==> config.mk <==
export PLATFORM = sky130hd
export DESIGN_NAME = serial_rx_fifo_bus_port
export DESIGN_NICKNAME = d
export VERILOG_FILES = /design/src/design/sfbp_pkg.sv /design/src/design/sfbp_front.sv /design/src/design/sfbp_back.sv /design/src/design/serial_rx_fifo_bus_port.sv
export SDC_FILE = /design/constraint.sdc
export NUM_CORES = 2
export LEC_CHECK = 0
export CAP_MARGIN = 20
export CORE_MARGIN = 2
export CORE_UTILIZATION = 55
export DETAILED_ROUTE_END_ITERATION = 10
export DONT_BUFFER_PORTS = 1
export PLACE_DENSITY = 0.7
export SYNTH_ARGS = -nofsm -noshare
export SYNTH_HDL_FRONTEND = slang
export SYNTH_SLANG_ARGS = --single-unit
==> constraint.sdc <==
create_clock -name clk -period 9.7 [get_ports clk]
set_clock_uncertainty 0.1 [all_clocks]
set_input_delay 0.485 -clock clk [delete_from_list [all_inputs] [get_ports clk]]
set_output_delay 0.485 -clock clk [all_outputs]
set_load 0.02 [all_outputs]
==> src/design/sfbp_pkg.sv <==
// ----------------------------------------------------------------------------
// sfbp_pkg
// Shared types and constants of the serial receive FIFO bus port.
// ----------------------------------------------------------------------------
package sfbp_pkg;

	// Default ring depth; the ring holds at most one entry less than this.
	localparam int unsigned FIFO_DEPTH_DEF = 256;

	// Depth of the queue between the front and back parts.
	localparam int unsigned QUEUE_DEPTH = 2;

	// Item kinds as they arrive on tuser.
	typedef enum logic [1:0] {
		MODE_RX   = 2'd0,
		MODE_POP  = 2'd1,
		MODE_STAT = 2'd2,
		MODE_HOST = 2'd3
	} mode_t;

	// Configuration register indexes.
	typedef enum logic [1:0] {
		CFG_HOST_TO_PRI = 2'd0,
		CFG_HOST_TO_SEC = 2'd1,
		CFG_RX_TO_PRI   = 2'd2,
		CFG_RX_TO_SEC   = 2'd3
	} cfg_idx_t;

	// Routing switches.
	typedef struct packed {
		logic host_to_primary_tx;
		logic host_to_secondary_tx;
		logic rx_to_primary_tx;
		logic rx_to_secondary_tx;
	} cfg_t;

	// A classified item as it waits in the queue.
	typedef struct packed {
		logic       is_rx;
		logic       is_pop;
		logic       is_stat;
		logic       is_host;
		logic [7:0] data;
	} item_t;

	// Result fields; the last member lands in the lowest bits.
	typedef struct packed {
		logic       dropped;
		logic [7:0] tx_byte;
		logic       secondary_tx_valid;
		logic       primary_tx_valid;
		logic [7:0] read_value;
		logic       read_valid;
	} result_t;

	localparam int unsigned RESULT_W = $bits(result_t);
	localparam int unsigned OUT_TDATA_W = ((RESULT_W + 7) / 8) * 8;

endpackage

==> src/design/sfbp_front.sv <==
// ----------------------------------------------------------------------------
// sfbp_front
// Accepts items, decodes their kind and holds them in a short queue.
// ----------------------------------------------------------------------------
module sfbp_front (
	input  logic          clk,
	input  logic          arst_n,
	input  logic          s_tvalid,
	output logic          s_tready,
	input  logic [7:0]    s_tdata,   // [7:0] byte_in
	input  logic [1:0]    s_tuser,   // [1:0] mode
	output logic          q_valid,
	output sfbp_pkg::item_t q_item,
	input  logic          q_take
);
	import sfbp_pkg::*;

	localparam int unsigned IDX_W = $clog2(QUEUE_DEPTH);
	localparam int unsigned CNT_W = $clog2(QUEUE_DEPTH + 1);

	item_t              slot_q [QUEUE_DEPTH];
	logic [IDX_W-1:0]   wr_q;
	logic [IDX_W-1:0]   rd_q;
	logic [CNT_W-1:0]   count_q;
	item_t              item_d;
	logic               push;
	logic               pop;

	// Decode the kind of the incoming item.
	always_comb begin
		item_d      = '0;
		item_d.data = s_tdata;
		unique case (mode_t'(s_tuser))
			MODE_RX:   item_d.is_rx   = 1'b1;
			MODE_POP:  item_d.is_pop  = 1'b1;
			MODE_STAT: item_d.is_stat = 1'b1;
			MODE_HOST: item_d.is_host = 1'b1;
		endcase
	end

	assign s_tready = (count_q != CNT_W'(QUEUE_DEPTH));
	assign q_valid  = (count_q != '0);
	assign q_item   = slot_q[rd_q];
	assign push     = s_tvalid && s_tready;
	assign pop      = q_take && q_valid;

	// Queue storage.
	always_ff @(posedge clk) begin
		if (push) begin
			slot_q[wr_q] <= item_d;
		end
	end

	// Queue pointers and fill count.
	always_ff @(posedge clk or negedge arst_n) begin
		if (!arst_n) begin
			wr_q    <= '0;
			rd_q    <= '0;
			count_q <= '0;
		end else begin
			if (push) begin
				wr_q <= (wr_q == IDX_W'(QUEUE_DEPTH - 1)) ? '0 : wr_q + 1'b1;
			end
			if (pop) begin
				rd_q <= (rd_q == IDX_W'(QUEUE_DEPTH - 1)) ? '0 : rd_q + 1'b1;
			end
			if (push && !pop) begin
				count_q <= count_q + 1'b1;
			end else if (pop && !push) begin
				count_q <= count_q - 1'b1;
			end
		end
	end

endmodule

==> src/design/sfbp_back.sv <==
// ----------------------------------------------------------------------------
// sfbp_back
// Carries out queued items on the ring FIFO and drives the result register.
// ----------------------------------------------------------------------------
module sfbp_back #(
	parameter int unsigned FIFO_DEPTH = sfbp_pkg::FIFO_DEPTH_DEF
) (
	input  logic              clk,
	input  logic              arst_n,
	input  logic              q_valid,
	input  sfbp_pkg::item_t   q_item,
	output logic              q_take,
	input  sfbp_pkg::cfg_t    cfg,
	output logic              out_valid,
	input  logic              out_ready,
	output sfbp_pkg::result_t out_res
);
	import sfbp_pkg::*;

	localparam int unsigned PTR_W = $clog2(FIFO_DEPTH);

	typedef enum logic {
		ST_IDLE,
		ST_RDWAIT
	} state_t;

	state_t           state_q;
	logic [7:0]       mem [FIFO_DEPTH];
	logic [7:0]       rdata_q;
	logic [PTR_W-1:0] wr_ptr_q;
	logic [PTR_W-1:0] rd_ptr_q;
	logic             out_valid_q;
	result_t          out_q;
	logic [PTR_W-1:0] wr_next;
	logic [PTR_W-1:0] rd_next;
	logic             empty;
	logic             full;
	logic             mem_we;
	logic             mem_re;
	result_t          res_d;
	result_t          res_rd;
	logic             pri_d;
	logic             sec_d;

	// Ring status.
	assign wr_next = (wr_ptr_q == PTR_W'(FIFO_DEPTH - 1)) ? '0 : wr_ptr_q + 1'b1;
	assign rd_next = (rd_ptr_q == PTR_W'(FIFO_DEPTH - 1)) ? '0 : rd_ptr_q + 1'b1;
	assign empty   = (wr_ptr_q == rd_ptr_q);
	assign full    = (wr_next == rd_ptr_q);

	// Take an item when idle and the output register is free or being emptied.
	assign q_take = (state_q == ST_IDLE) && q_valid && (!out_valid_q || out_ready);
	assign mem_we = q_take && q_item.is_rx && !full;
	assign mem_re = q_take && q_item.is_pop && !empty;

	// Result of an item that needs no ring read.
	always_comb begin
		pri_d = (q_item.is_rx && cfg.rx_to_primary_tx) ||
			(q_item.is_host && cfg.host_to_primary_tx);
		sec_d = (q_item.is_rx && cfg.rx_to_secondary_tx) ||
			(q_item.is_host && cfg.host_to_secondary_tx);
		res_d                    = '0;
		res_d.read_valid         = q_item.is_pop || q_item.is_stat;
		res_d.read_value         = {7'd0, q_item.is_stat && !empty};
		res_d.primary_tx_valid   = pri_d;
		res_d.secondary_tx_valid = sec_d;
		res_d.tx_byte            = (pri_d || sec_d) ? q_item.data : 8'd0;
		res_d.dropped            = q_item.is_rx && full;
	end

	// Result of a data read that popped a byte from the ring.
	always_comb begin
		res_rd            = '0;
		res_rd.read_valid = 1'b1;
		res_rd.read_value = rdata_q;
	end

	// Ring storage with registered read data.
	always_ff @(posedge clk) begin
		if (mem_we) begin
			mem[wr_ptr_q] <= q_item.data;
		end
		if (mem_re) begin
			rdata_q <= mem[rd_ptr_q];
		end
	end

	// Sequencer, pointers and output register.
	always_ff @(posedge clk or negedge arst_n) begin
		if (!arst_n) begin
			state_q     <= ST_IDLE;
			wr_ptr_q    <= '0;
			rd_ptr_q    <= '0;
			out_valid_q <= 1'b0;
			out_q       <= '0;
		end else begin
			if (mem_we) begin
				wr_ptr_q <= wr_next;
			end
			if (mem_re) begin
				rd_ptr_q <= rd_next;
			end
			unique case (state_q)
				ST_IDLE: begin
					if (mem_re) begin
						out_valid_q <= 1'b0;
						state_q     <= ST_RDWAIT;
					end else if (q_take) begin
						out_valid_q <= 1'b1;
						out_q       <= res_d;
					end else if (out_ready) begin
						out_valid_q <= 1'b0;
					end
				end
				ST_RDWAIT: begin
					out_valid_q <= 1'b1;
					out_q       <= res_rd;
					state_q     <= ST_IDLE;
				end
			endcase
		end
	end

	assign out_valid = out_valid_q;
	assign out_res   = out_q;

endmodule

==> src/design/serial_rx_fifo_bus_port.sv <==
// ----------------------------------------------------------------------------
// serial_rx_fifo_bus_port
// Serial receive FIFO with a host bus port and two routed transmit links.
// ----------------------------------------------------------------------------
// m_tvalid of a result rises once its item has left the front queue and its result
// is registered; a data read that pops a byte first waits in ST_RDWAIT on the ring.
// Throughput: one item per cycle while the output is not stalled; a popping data
// read holds the back part in ST_RDWAIT, taking no new item until its result is
// registered.
// Reset clears the ring pointers, the queue, the routing switches and the
// output register at once; the ring contents are not cleared.
module serial_rx_fifo_bus_port #(
	parameter int unsigned FIFO_DEPTH = sfbp_pkg::FIFO_DEPTH_DEF
) (
	input  logic                             clk,
	input  logic                             arst_n,
	input  logic                             s_tvalid,
	output logic                             s_tready,
	input  logic [7:0]                       s_tdata,  // [7:0] byte_in
	input  logic [1:0]                       s_tuser,  // [1:0] mode
	output logic                             m_tvalid,
	input  logic                             m_tready,
	// [0] read_valid, [8:1] read_value, [9] primary_tx_valid,
	// [10] secondary_tx_valid, [18:11] tx_byte, [19] dropped, zero above
	output logic [sfbp_pkg::OUT_TDATA_W-1:0] m_tdata,
	input  logic                             cfg_we,
	input  logic [1:0]                       cfg_index,
	input  logic                             cfg_data
);
	import sfbp_pkg::*;

	cfg_t    cfg_q;
	item_t   q_item;
	logic    q_valid;
	logic    q_take;
	result_t res;

	// Routing switch registers.
	always_ff @(posedge clk or negedge arst_n) begin
		if (!arst_n) begin
			cfg_q <= '0;
		end else if (cfg_we) begin
			unique case (cfg_idx_t'(cfg_index))
				CFG_HOST_TO_PRI: cfg_q.host_to_primary_tx   <= cfg_data;
				CFG_HOST_TO_SEC: cfg_q.host_to_secondary_tx <= cfg_data;
				CFG_RX_TO_PRI:   cfg_q.rx_to_primary_tx     <= cfg_data;
				CFG_RX_TO_SEC:   cfg_q.rx_to_secondary_tx   <= cfg_data;
			endcase
		end
	end

	// Front part: accept and classify.
	sfbp_front u_front (
		.clk      (clk),
		.arst_n   (arst_n),
		.s_tvalid (s_tvalid),
		.s_tready (s_tready),
		.s_tdata  (s_tdata),
		.s_tuser  (s_tuser),
		.q_valid  (q_valid),
		.q_item   (q_item),
		.q_take   (q_take)
	);

	// Back part: ring FIFO and result register.
	sfbp_back #(
		.FIFO_DEPTH (FIFO_DEPTH)
	) u_back (
		.clk       (clk),
		.arst_n    (arst_n),
		.q_valid   (q_valid),
		.q_item    (q_item),
		.q_take    (q_take),
		.cfg       (cfg_q),
		.out_valid (m_tvalid),
		.out_ready (m_tready),
		.out_res   (res)
	);

	assign m_tdata = {{(OUT_TDATA_W - RESULT_W){1'b0}}, res};

endmodule

### Word-level counts from Yosys, hierarchy flattened

Memory sizes are Yosys's and may differ from the RTL's. A register that Yosys moved wholly into a read port is not among the register bits.
Index checks and enable logic that the tools add are counted.

| operators by class | value |
|---|---|
| add/subtract/negate cells | 6 |
| equal/unequal tests | 14 |
| muxes and demuxes | 24 |
| bitwise logic cells | 1 |
| reductions and logical operators | 35 |

Operators by type and width:

| kind | count |
|---|---|
| $mux W20 | 2 |
| $pmux W20 S2 | 1 |
| $mux W8 | 3 |
| $add A8 B1 Y8 const B | 2 |
| $eq A8 B8 Y1 | 2 |
| $eq A8 B8 Y1 const B | 2 |
| $logic_and A1 B1 Y1 | 16 |
| $mux W1 | 14 |
| $reduce_and A2 Y1 | 5 |
| $eq A2 B2 Y1 const B | 4 |
| $logic_not A1 Y1 | 5 |
| $logic_or A1 B1 Y1 | 5 |
| $eq A2 B1 Y1 const B | 2 |
| $logic_not A2 Y1 | 2 |
| $mux W2 | 2 |
| $ne A2 B2 Y1 const B | 2 |
| $ne A4 B2 Y1 const B | 1 |
| $pmux W1 S2 | 2 |
| $reduce_bool A2 Y1 | 2 |
| $add A1 B1 Y1 const B | 2 |
| $add A2 B1 Y2 const B | 1 |
| $ne A2 B1 Y1 const B | 1 |
| $sub A2 B1 Y2 const B | 1 |
| $not A1 Y1 | 1 |

| word-level totals | value |
|---|---|
| bits in registers | 46 |
| memory bits (writable) | 2,072 |
| input bits | 18 |
| output and inout port bits | 26 |
| logic and storage cells | 99 |
| memories kept | 2 |

Memories:

| memory | depth | bits a word | read ports | clocked after memory_dff | wr ports | RTL line | text |
|---|---|---|---|---|---|---|---|
| u_back.mem | 256 | 8 | 1 | 1 | 1 | sfbp_back.sv:28 | `logic [7:0] mem [FIFO_DEPTH];` |
| u_front.slot_q | 2 | 12 | 1 | 0 | 1 | sfbp_front.sv:21 | `item_t slot_q [QUEUE_DEPTH];` |

### Logic depth before layout (Yosys ltp)

An unclocked memory read counts as a cell.

| depth | value |
|---|---|
| depth in word-level cells | 8 |
| mapped depth | 13 |
| mapped depth without buffers | 8 |

### Cells and area by module

From an unflattened synthesis, not the netlist that was laid out.

| unflattened totals | value |
|---|---|
| cells, all modules | 4,038 |
| area total of the unflattened synthesis | 83,498.8 um^2 |

By module, submodules not included:

| module | times used | cells each | area each (um^2) | seq. area each (um^2) |
|---|---|---|---|---|
| sfbp_back | 1 | 3,962 | 82,186.3 | 62,690.1 |
| sfbp_front | 1 | 59 | 1,101.1 | 820.8 |
| serial_rx_fifo_bus_port | 1 | 17 | 211.5 | 100.1 |

### Worst setup path after synthesis

No wires, ideal clock.

| timing | value |
|---|---|
| kind | register to register |
| start point | register u_front.rd_q |
| end point | memory u_back.mem[0][0] (data pin) |
| library setup time | 0.557 ns |
| arrival | 2.679 ns |
| required time | 9.043 ns |
| slack | 6.364 ns |
| stages on the path, launching flop included | 3 |
| buffers on the path | 1 |
| clock period less this slack | 3.336 ns |
| cell sequence | dfrtp_1 -> buf_1 -> mux2_2 |

RTL lines:

| element | RTL line | text |
|---|---|---|
| from (decl) | sfbp_front.sv:23 | `logic [IDX_W-1:0] rd_q;` |
| from (signal assigned) | sfbp_front.sv:65 | `rd_q <= (rd_q == IDX_W'(QUEUE_DEPTH - 1)) ? '0 : rd_q + 1'b1;` |
| to (decl) | sfbp_back.sv:28 |  |

### Worst setup path in the final report

| timing | value |
|---|---|
| start point | register u_back.rd_ptr_q[2] |
| end point | register u_back.rdata_q[0], read port of u_back.mem (data pin) |

| on the way | value |
|---|---|
| cells in the longest elaborated chain, start to end | 3 |

Ends and longest elaborated chain:

| element | RTL line | text |
|---|---|---|
| from (decl) | sfbp_back.sv:31 | `logic [PTR_W-1:0] rd_ptr_q;` |
| from (signal assigned) | sfbp_back.sv:101 | `rd_ptr_q <= rd_next;` |
| $eq A8 B8 Y1 | sfbp_back.sv:48 | `assign empty = (wr_ptr_q == rd_ptr_q);` |
| $logic_not A1 Y1 | sfbp_back.sv:54 | `assign mem_re = q_take && q_item.is_pop && !empty;` |
| $logic_and A1 B1 Y1 | sfbp_back.sv:54 |  |
| to (decl) | sfbp_back.sv:29 | `logic [7:0] rdata_q;` |

Parallel ways exist; a longest one is shown, timed or not.
A chain may end at the register's enable or synchronous reset.

==> impl_metrics.py <==
metrics = {
    "outcome": {
        "status": "finished, final reports clean",
    },
    "sta": {
        "worst_slew_pin_slew_ns": 1.36,
        "worst_slack_ns": 4.14,
        "hold_viol": 0,
        "slew_viol_final": 0,
        "fin_tns_setup_ns": 0,
        "rsz0062_at_grt": "false",
        "finalCriticalPeriod_ns": 5.56,
        "holdWs_ns": 0.0675,
        "setup_viol": 0,
        "fmax_ghz": 0.180,
        "final.period_utilization": 0.573,
        "slew_headroom": 0.0721,
    },
    "critical_path": {
        "crit_chain": "buf_4, buf_4, and2_4, buf_4, a221oi_1, o21ai_0, o21ai_0, nor4_1, a31oi_1, o311ai_0",
        "cp_slowest_stage_delay_ns": 0.72,
        "crit_top_cell": "buf_4",
        "crit_path_end_kind": "flop",
        "arrival_ns": 6.07,
        "start_kind": "flop",
        "cp_max_fo": 37,
        "critPathTopFamily": "buffers and inverters",
        "cp_slowest_cell": "nor4_1",
        "required_ns": 10.21,
        "worst-setup-path-type": "reg -> reg",
        "path_buf_inv": 3,
    },
    "synth": {
        "yosysUniqueCellTypes": 72,
        "synthTopCellsByArea": "edfxtp_1 (75%), mux4_2 (12%), mux2i_1 (2.2%)",
        "netlist_instances": 4109,
        "syn_area_sq_um": 83200,
        "ys_seq_elements": 2126,
        "synth_most_common_cell": "edfxtp_1",
        "synth_commonest_cells": "edfxtp_1 (2080), mux4_2 (444), nor2_1 (316)",
        "ys_seq_area_frac": 0.765,
        "ys_warn_count": 0,
        "synth_edf_count": 2080,
        "synthArstFlopShare": 0.0216,
        "synth_flop_cell": "edfxtp_1",
        "synth_top_area_frac": 0.751,
        "synth.avg_cell_area_sq_um": 20.2,
        "synth_top_area_cell": "edfxtp_1",
    },
    "floorplanning": {
        "core_sq_um": 150000,
        "start_util": 0.555,
        "die_height_microns": 393,
        "num_io_pins": 44,
        "die_w_microns": 393,
        "dieArea_sq_um": 154000,
        "rows": 142,
    },
    "clocking": {
        "post_cts_resized": 0,
        "clock_sinks": 2126,
        "clk_pin_slew_ns": 0.06,
        "insertion_delay_ns": 0.84,
        "htreeDepth": 4,
        "clk_path_buf_depth": 3,
        "cts_root_buffer": "clkbuf_16",
        "postCtsSetupBuffers": 0,
        "cts_made_buffers": 202,
        "ctsHoldBuffers": 22,
        "cts_tree": "yes",
    },
    "worst_hold_path": {
        "hold_class": "in -> async",
    },
    "power_and_ir_drop": {
        "leakage_nw": 28.5,
        "switching_share": 0.329,
        "p_per_area_nw_per_um2": 300,
        "design_power_total_mw": 27.6,
        "switchingPower_mw": 9.10,
        "p_clk_frac": 0.283,
        "combPwrFrac": 0.294,
        "p_int_mw": 18.5,
        "pwr-share-seq": 0.424,
        "vdd_drop_max_mv": 0.299,
    },
    "finish": {
        "syn2layout_area_growth_pct": 10.6,
        "fillers": 10300,
        "fin_area_sq_um": 92000,
        "stdcell_count": 6338,
        "drive_above_1_share": 0.199,
        "final_util": 0.613,
        "finish.net_count": 4177,
    },
    "global_routing": {
        "met3_usage": 0.0890,
        "grt_max_degree": 160,
        "grt_pass1_vias": 42000,
        "gr-max-usage-layer": "met2",
        "grt.overflow.total": 0,
        "grt_pass1_wl_microns": 314000,
        "track_usage": 0.291,
        "grt_use_met2": 0.432,
        "antenna_found_initial": 10,
        "grt_util_met1": 0.410,
    },
    "placement": {
        "place_hpwl_microns": 129000,
        "gp_congestion": 0.899,
        "place_ws_ns": 4.54,
        "port-buffer-count": 0,
        "dpl_cell_area_sq_um": 85200,
        "place_inst": 5940,
    },
    "run": {
        "cap_violations": 0,
    },
    "routing": {
        "firstDrtPassIters": 7,
        "drt-initial-drc-count": 6910,
        "wl_microns": 222000,
        "ant_nets": 0,
        "dr_total_vias": 43100,
        "wl_per_cell_microns": 35.1,
        "vias_per_cell": 6.79,
        "drc": 0,
    },
}
==> cells by family (layout without fill, tap and decap cells) <==
| family | after synthesis | after routing | share of synthesized area |
|---|---|---|---|
| AO/OA/AOI/OAI | 452 | 452 | 0.0374 |
| XOR/XNOR | 23 | 23 | 0.00242 |
| adder cells (fa/ha/maj) | 6 | 6 | 0.000902 |
| buffers and inverters | 272 | 478 | 0.0171 |
| flip-flops | 2126 | 2126 | 0.765 |
| multiplexers | 640 | 640 | 0.144 |
| other | 1 | 8 | 0.0000451 |
| AND/OR/NAND/NOR | 589 | 589 | 0.0334 |
==> power groups by stage <==
stage / Combinational (mW) / Sequential (mW) / Clock [mW]
6_report: 8.11 / 11.7 / 7.80
5_1_grt: 8.43 / 11.7 / 8.22
4_1_cts: 7.98 / 11.7 / 7.86
3_5_place_dp: 7.94 / 11.9 / 0
3_3_place_gp: 7.86 / 11.9 / 0
2_1_floorplan: 5.04 / 11.8 / 0
==> layer usage <==
| metal | up-vias | share of wire |
|---|---|---|
| li1 | 17100 | - |
| met4 | 16 | 0.038 |
| met3 | 453 | 0.12 |
| met5 | - | 0.00054 |
| met2 | 2944 | 0.46 |
| met1 | 22600 | 0.38 |
==> worst register-to-register path, stage by stage (launching register included) <==
cell and delay (ns):
dfrtp_4 0.64, buf_4 0.62, buf_4 0.64, and2_4 0.68, buf_4 0.65, a221oi_1 0.23, o21ai_0 0.38, o21ai_0 0.43
nor4_1 0.73, a31oi_1 0.07, o311ai_0 0.15
==> registers in the layout, summed over array words and instances, names as in the netlist, 2 cells and up <==
name and count:
u_back.out_res 20, cfg_q 4, u_back.wr_ptr_q 8, u_front.count_q 2, u_back.rd_ptr_q 8, u_back.rdata_q 8, u_back.mem 2048, u_front.slot_q 24
==> cells in the final DEF (no fill, tap or decap), types with 9 or more instances in the layout <==
cell type / count
a211oi_1: 17
a21oi_1: 90
a221oi_1: 46
a22o_1: 19
a22oi_1: 87
a31oi_1: 15
buf_4: 62
bufinv_16: 19
clkbuf_1: 45
clkbuf_16: 209
clkinv_1: 41
clkinv_2: 35
clkinvlp_4: 9
dfrtp_1: 39
dlygate4sd3_1: 21
edfxtp_1: 2080
inv_1: 11
mux2i_1: 180
mux4_2: 444
nand2_1: 107
nand3_1: 53
nand4_1: 13
nand4_4: 13
nor2_1: 312
nor2b_1: 18
nor3_1: 12
o211ai_1: 11
o21ai_0: 69
o221ai_1: 12
o22ai_1: 28
xnor2_1: 11
xor2_1: 12
==> path summary, 6_finish.rpt <==
check,startpoint,end,slack [ns],cells past startpoint
min in group clk,s_tvalid,u_front.slot_q[1][3]$_DFFE_PP_,0.10,1
min,arst_n,u_front.wr_q$_DFFE_PN0P_,0.07,2
min reg2reg,u_front.wr_q$_DFFE_PN0P_,u_front.wr_q$_DFFE_PN0P_,0.39,1
max,u_back.rd_ptr_q[2]$_DFFE_PN0P_,u_back.rdata_q[0]$_DFFE_PP_,4.14,10
max in group asynchronous,arst_n,u_back.rd_ptr_q[1]$_DFFE_PN0P_,9.15,2
max reg2reg,u_back.rd_ptr_q[2]$_DFFE_PN0P_,u_back.rdata_q[0]$_DFFE_PP_,4.14,10
==> cell type report <==
| type | instances | area, sq um | area share |
|---|---|---|---|
| tap | 2016 | 2520 | 0.0274 |
| timing repair buffer | 94 | 921 | 0.0100 |
| multi-input combinational | 1714 | 18300 | 0.199 |
| clock buffer | 257 | 5440 | 0.0591 |
| sequential | 2126 | 63600 | 0.692 |
| antenna | 4 | 10.0 | 0.000109 |
| clock inverter | 112 | 1060 | 0.0115 |
| inverter | 15 | 57.6 | 0.000626 |
Note: power is estimated with default switching activity, not from simulation.
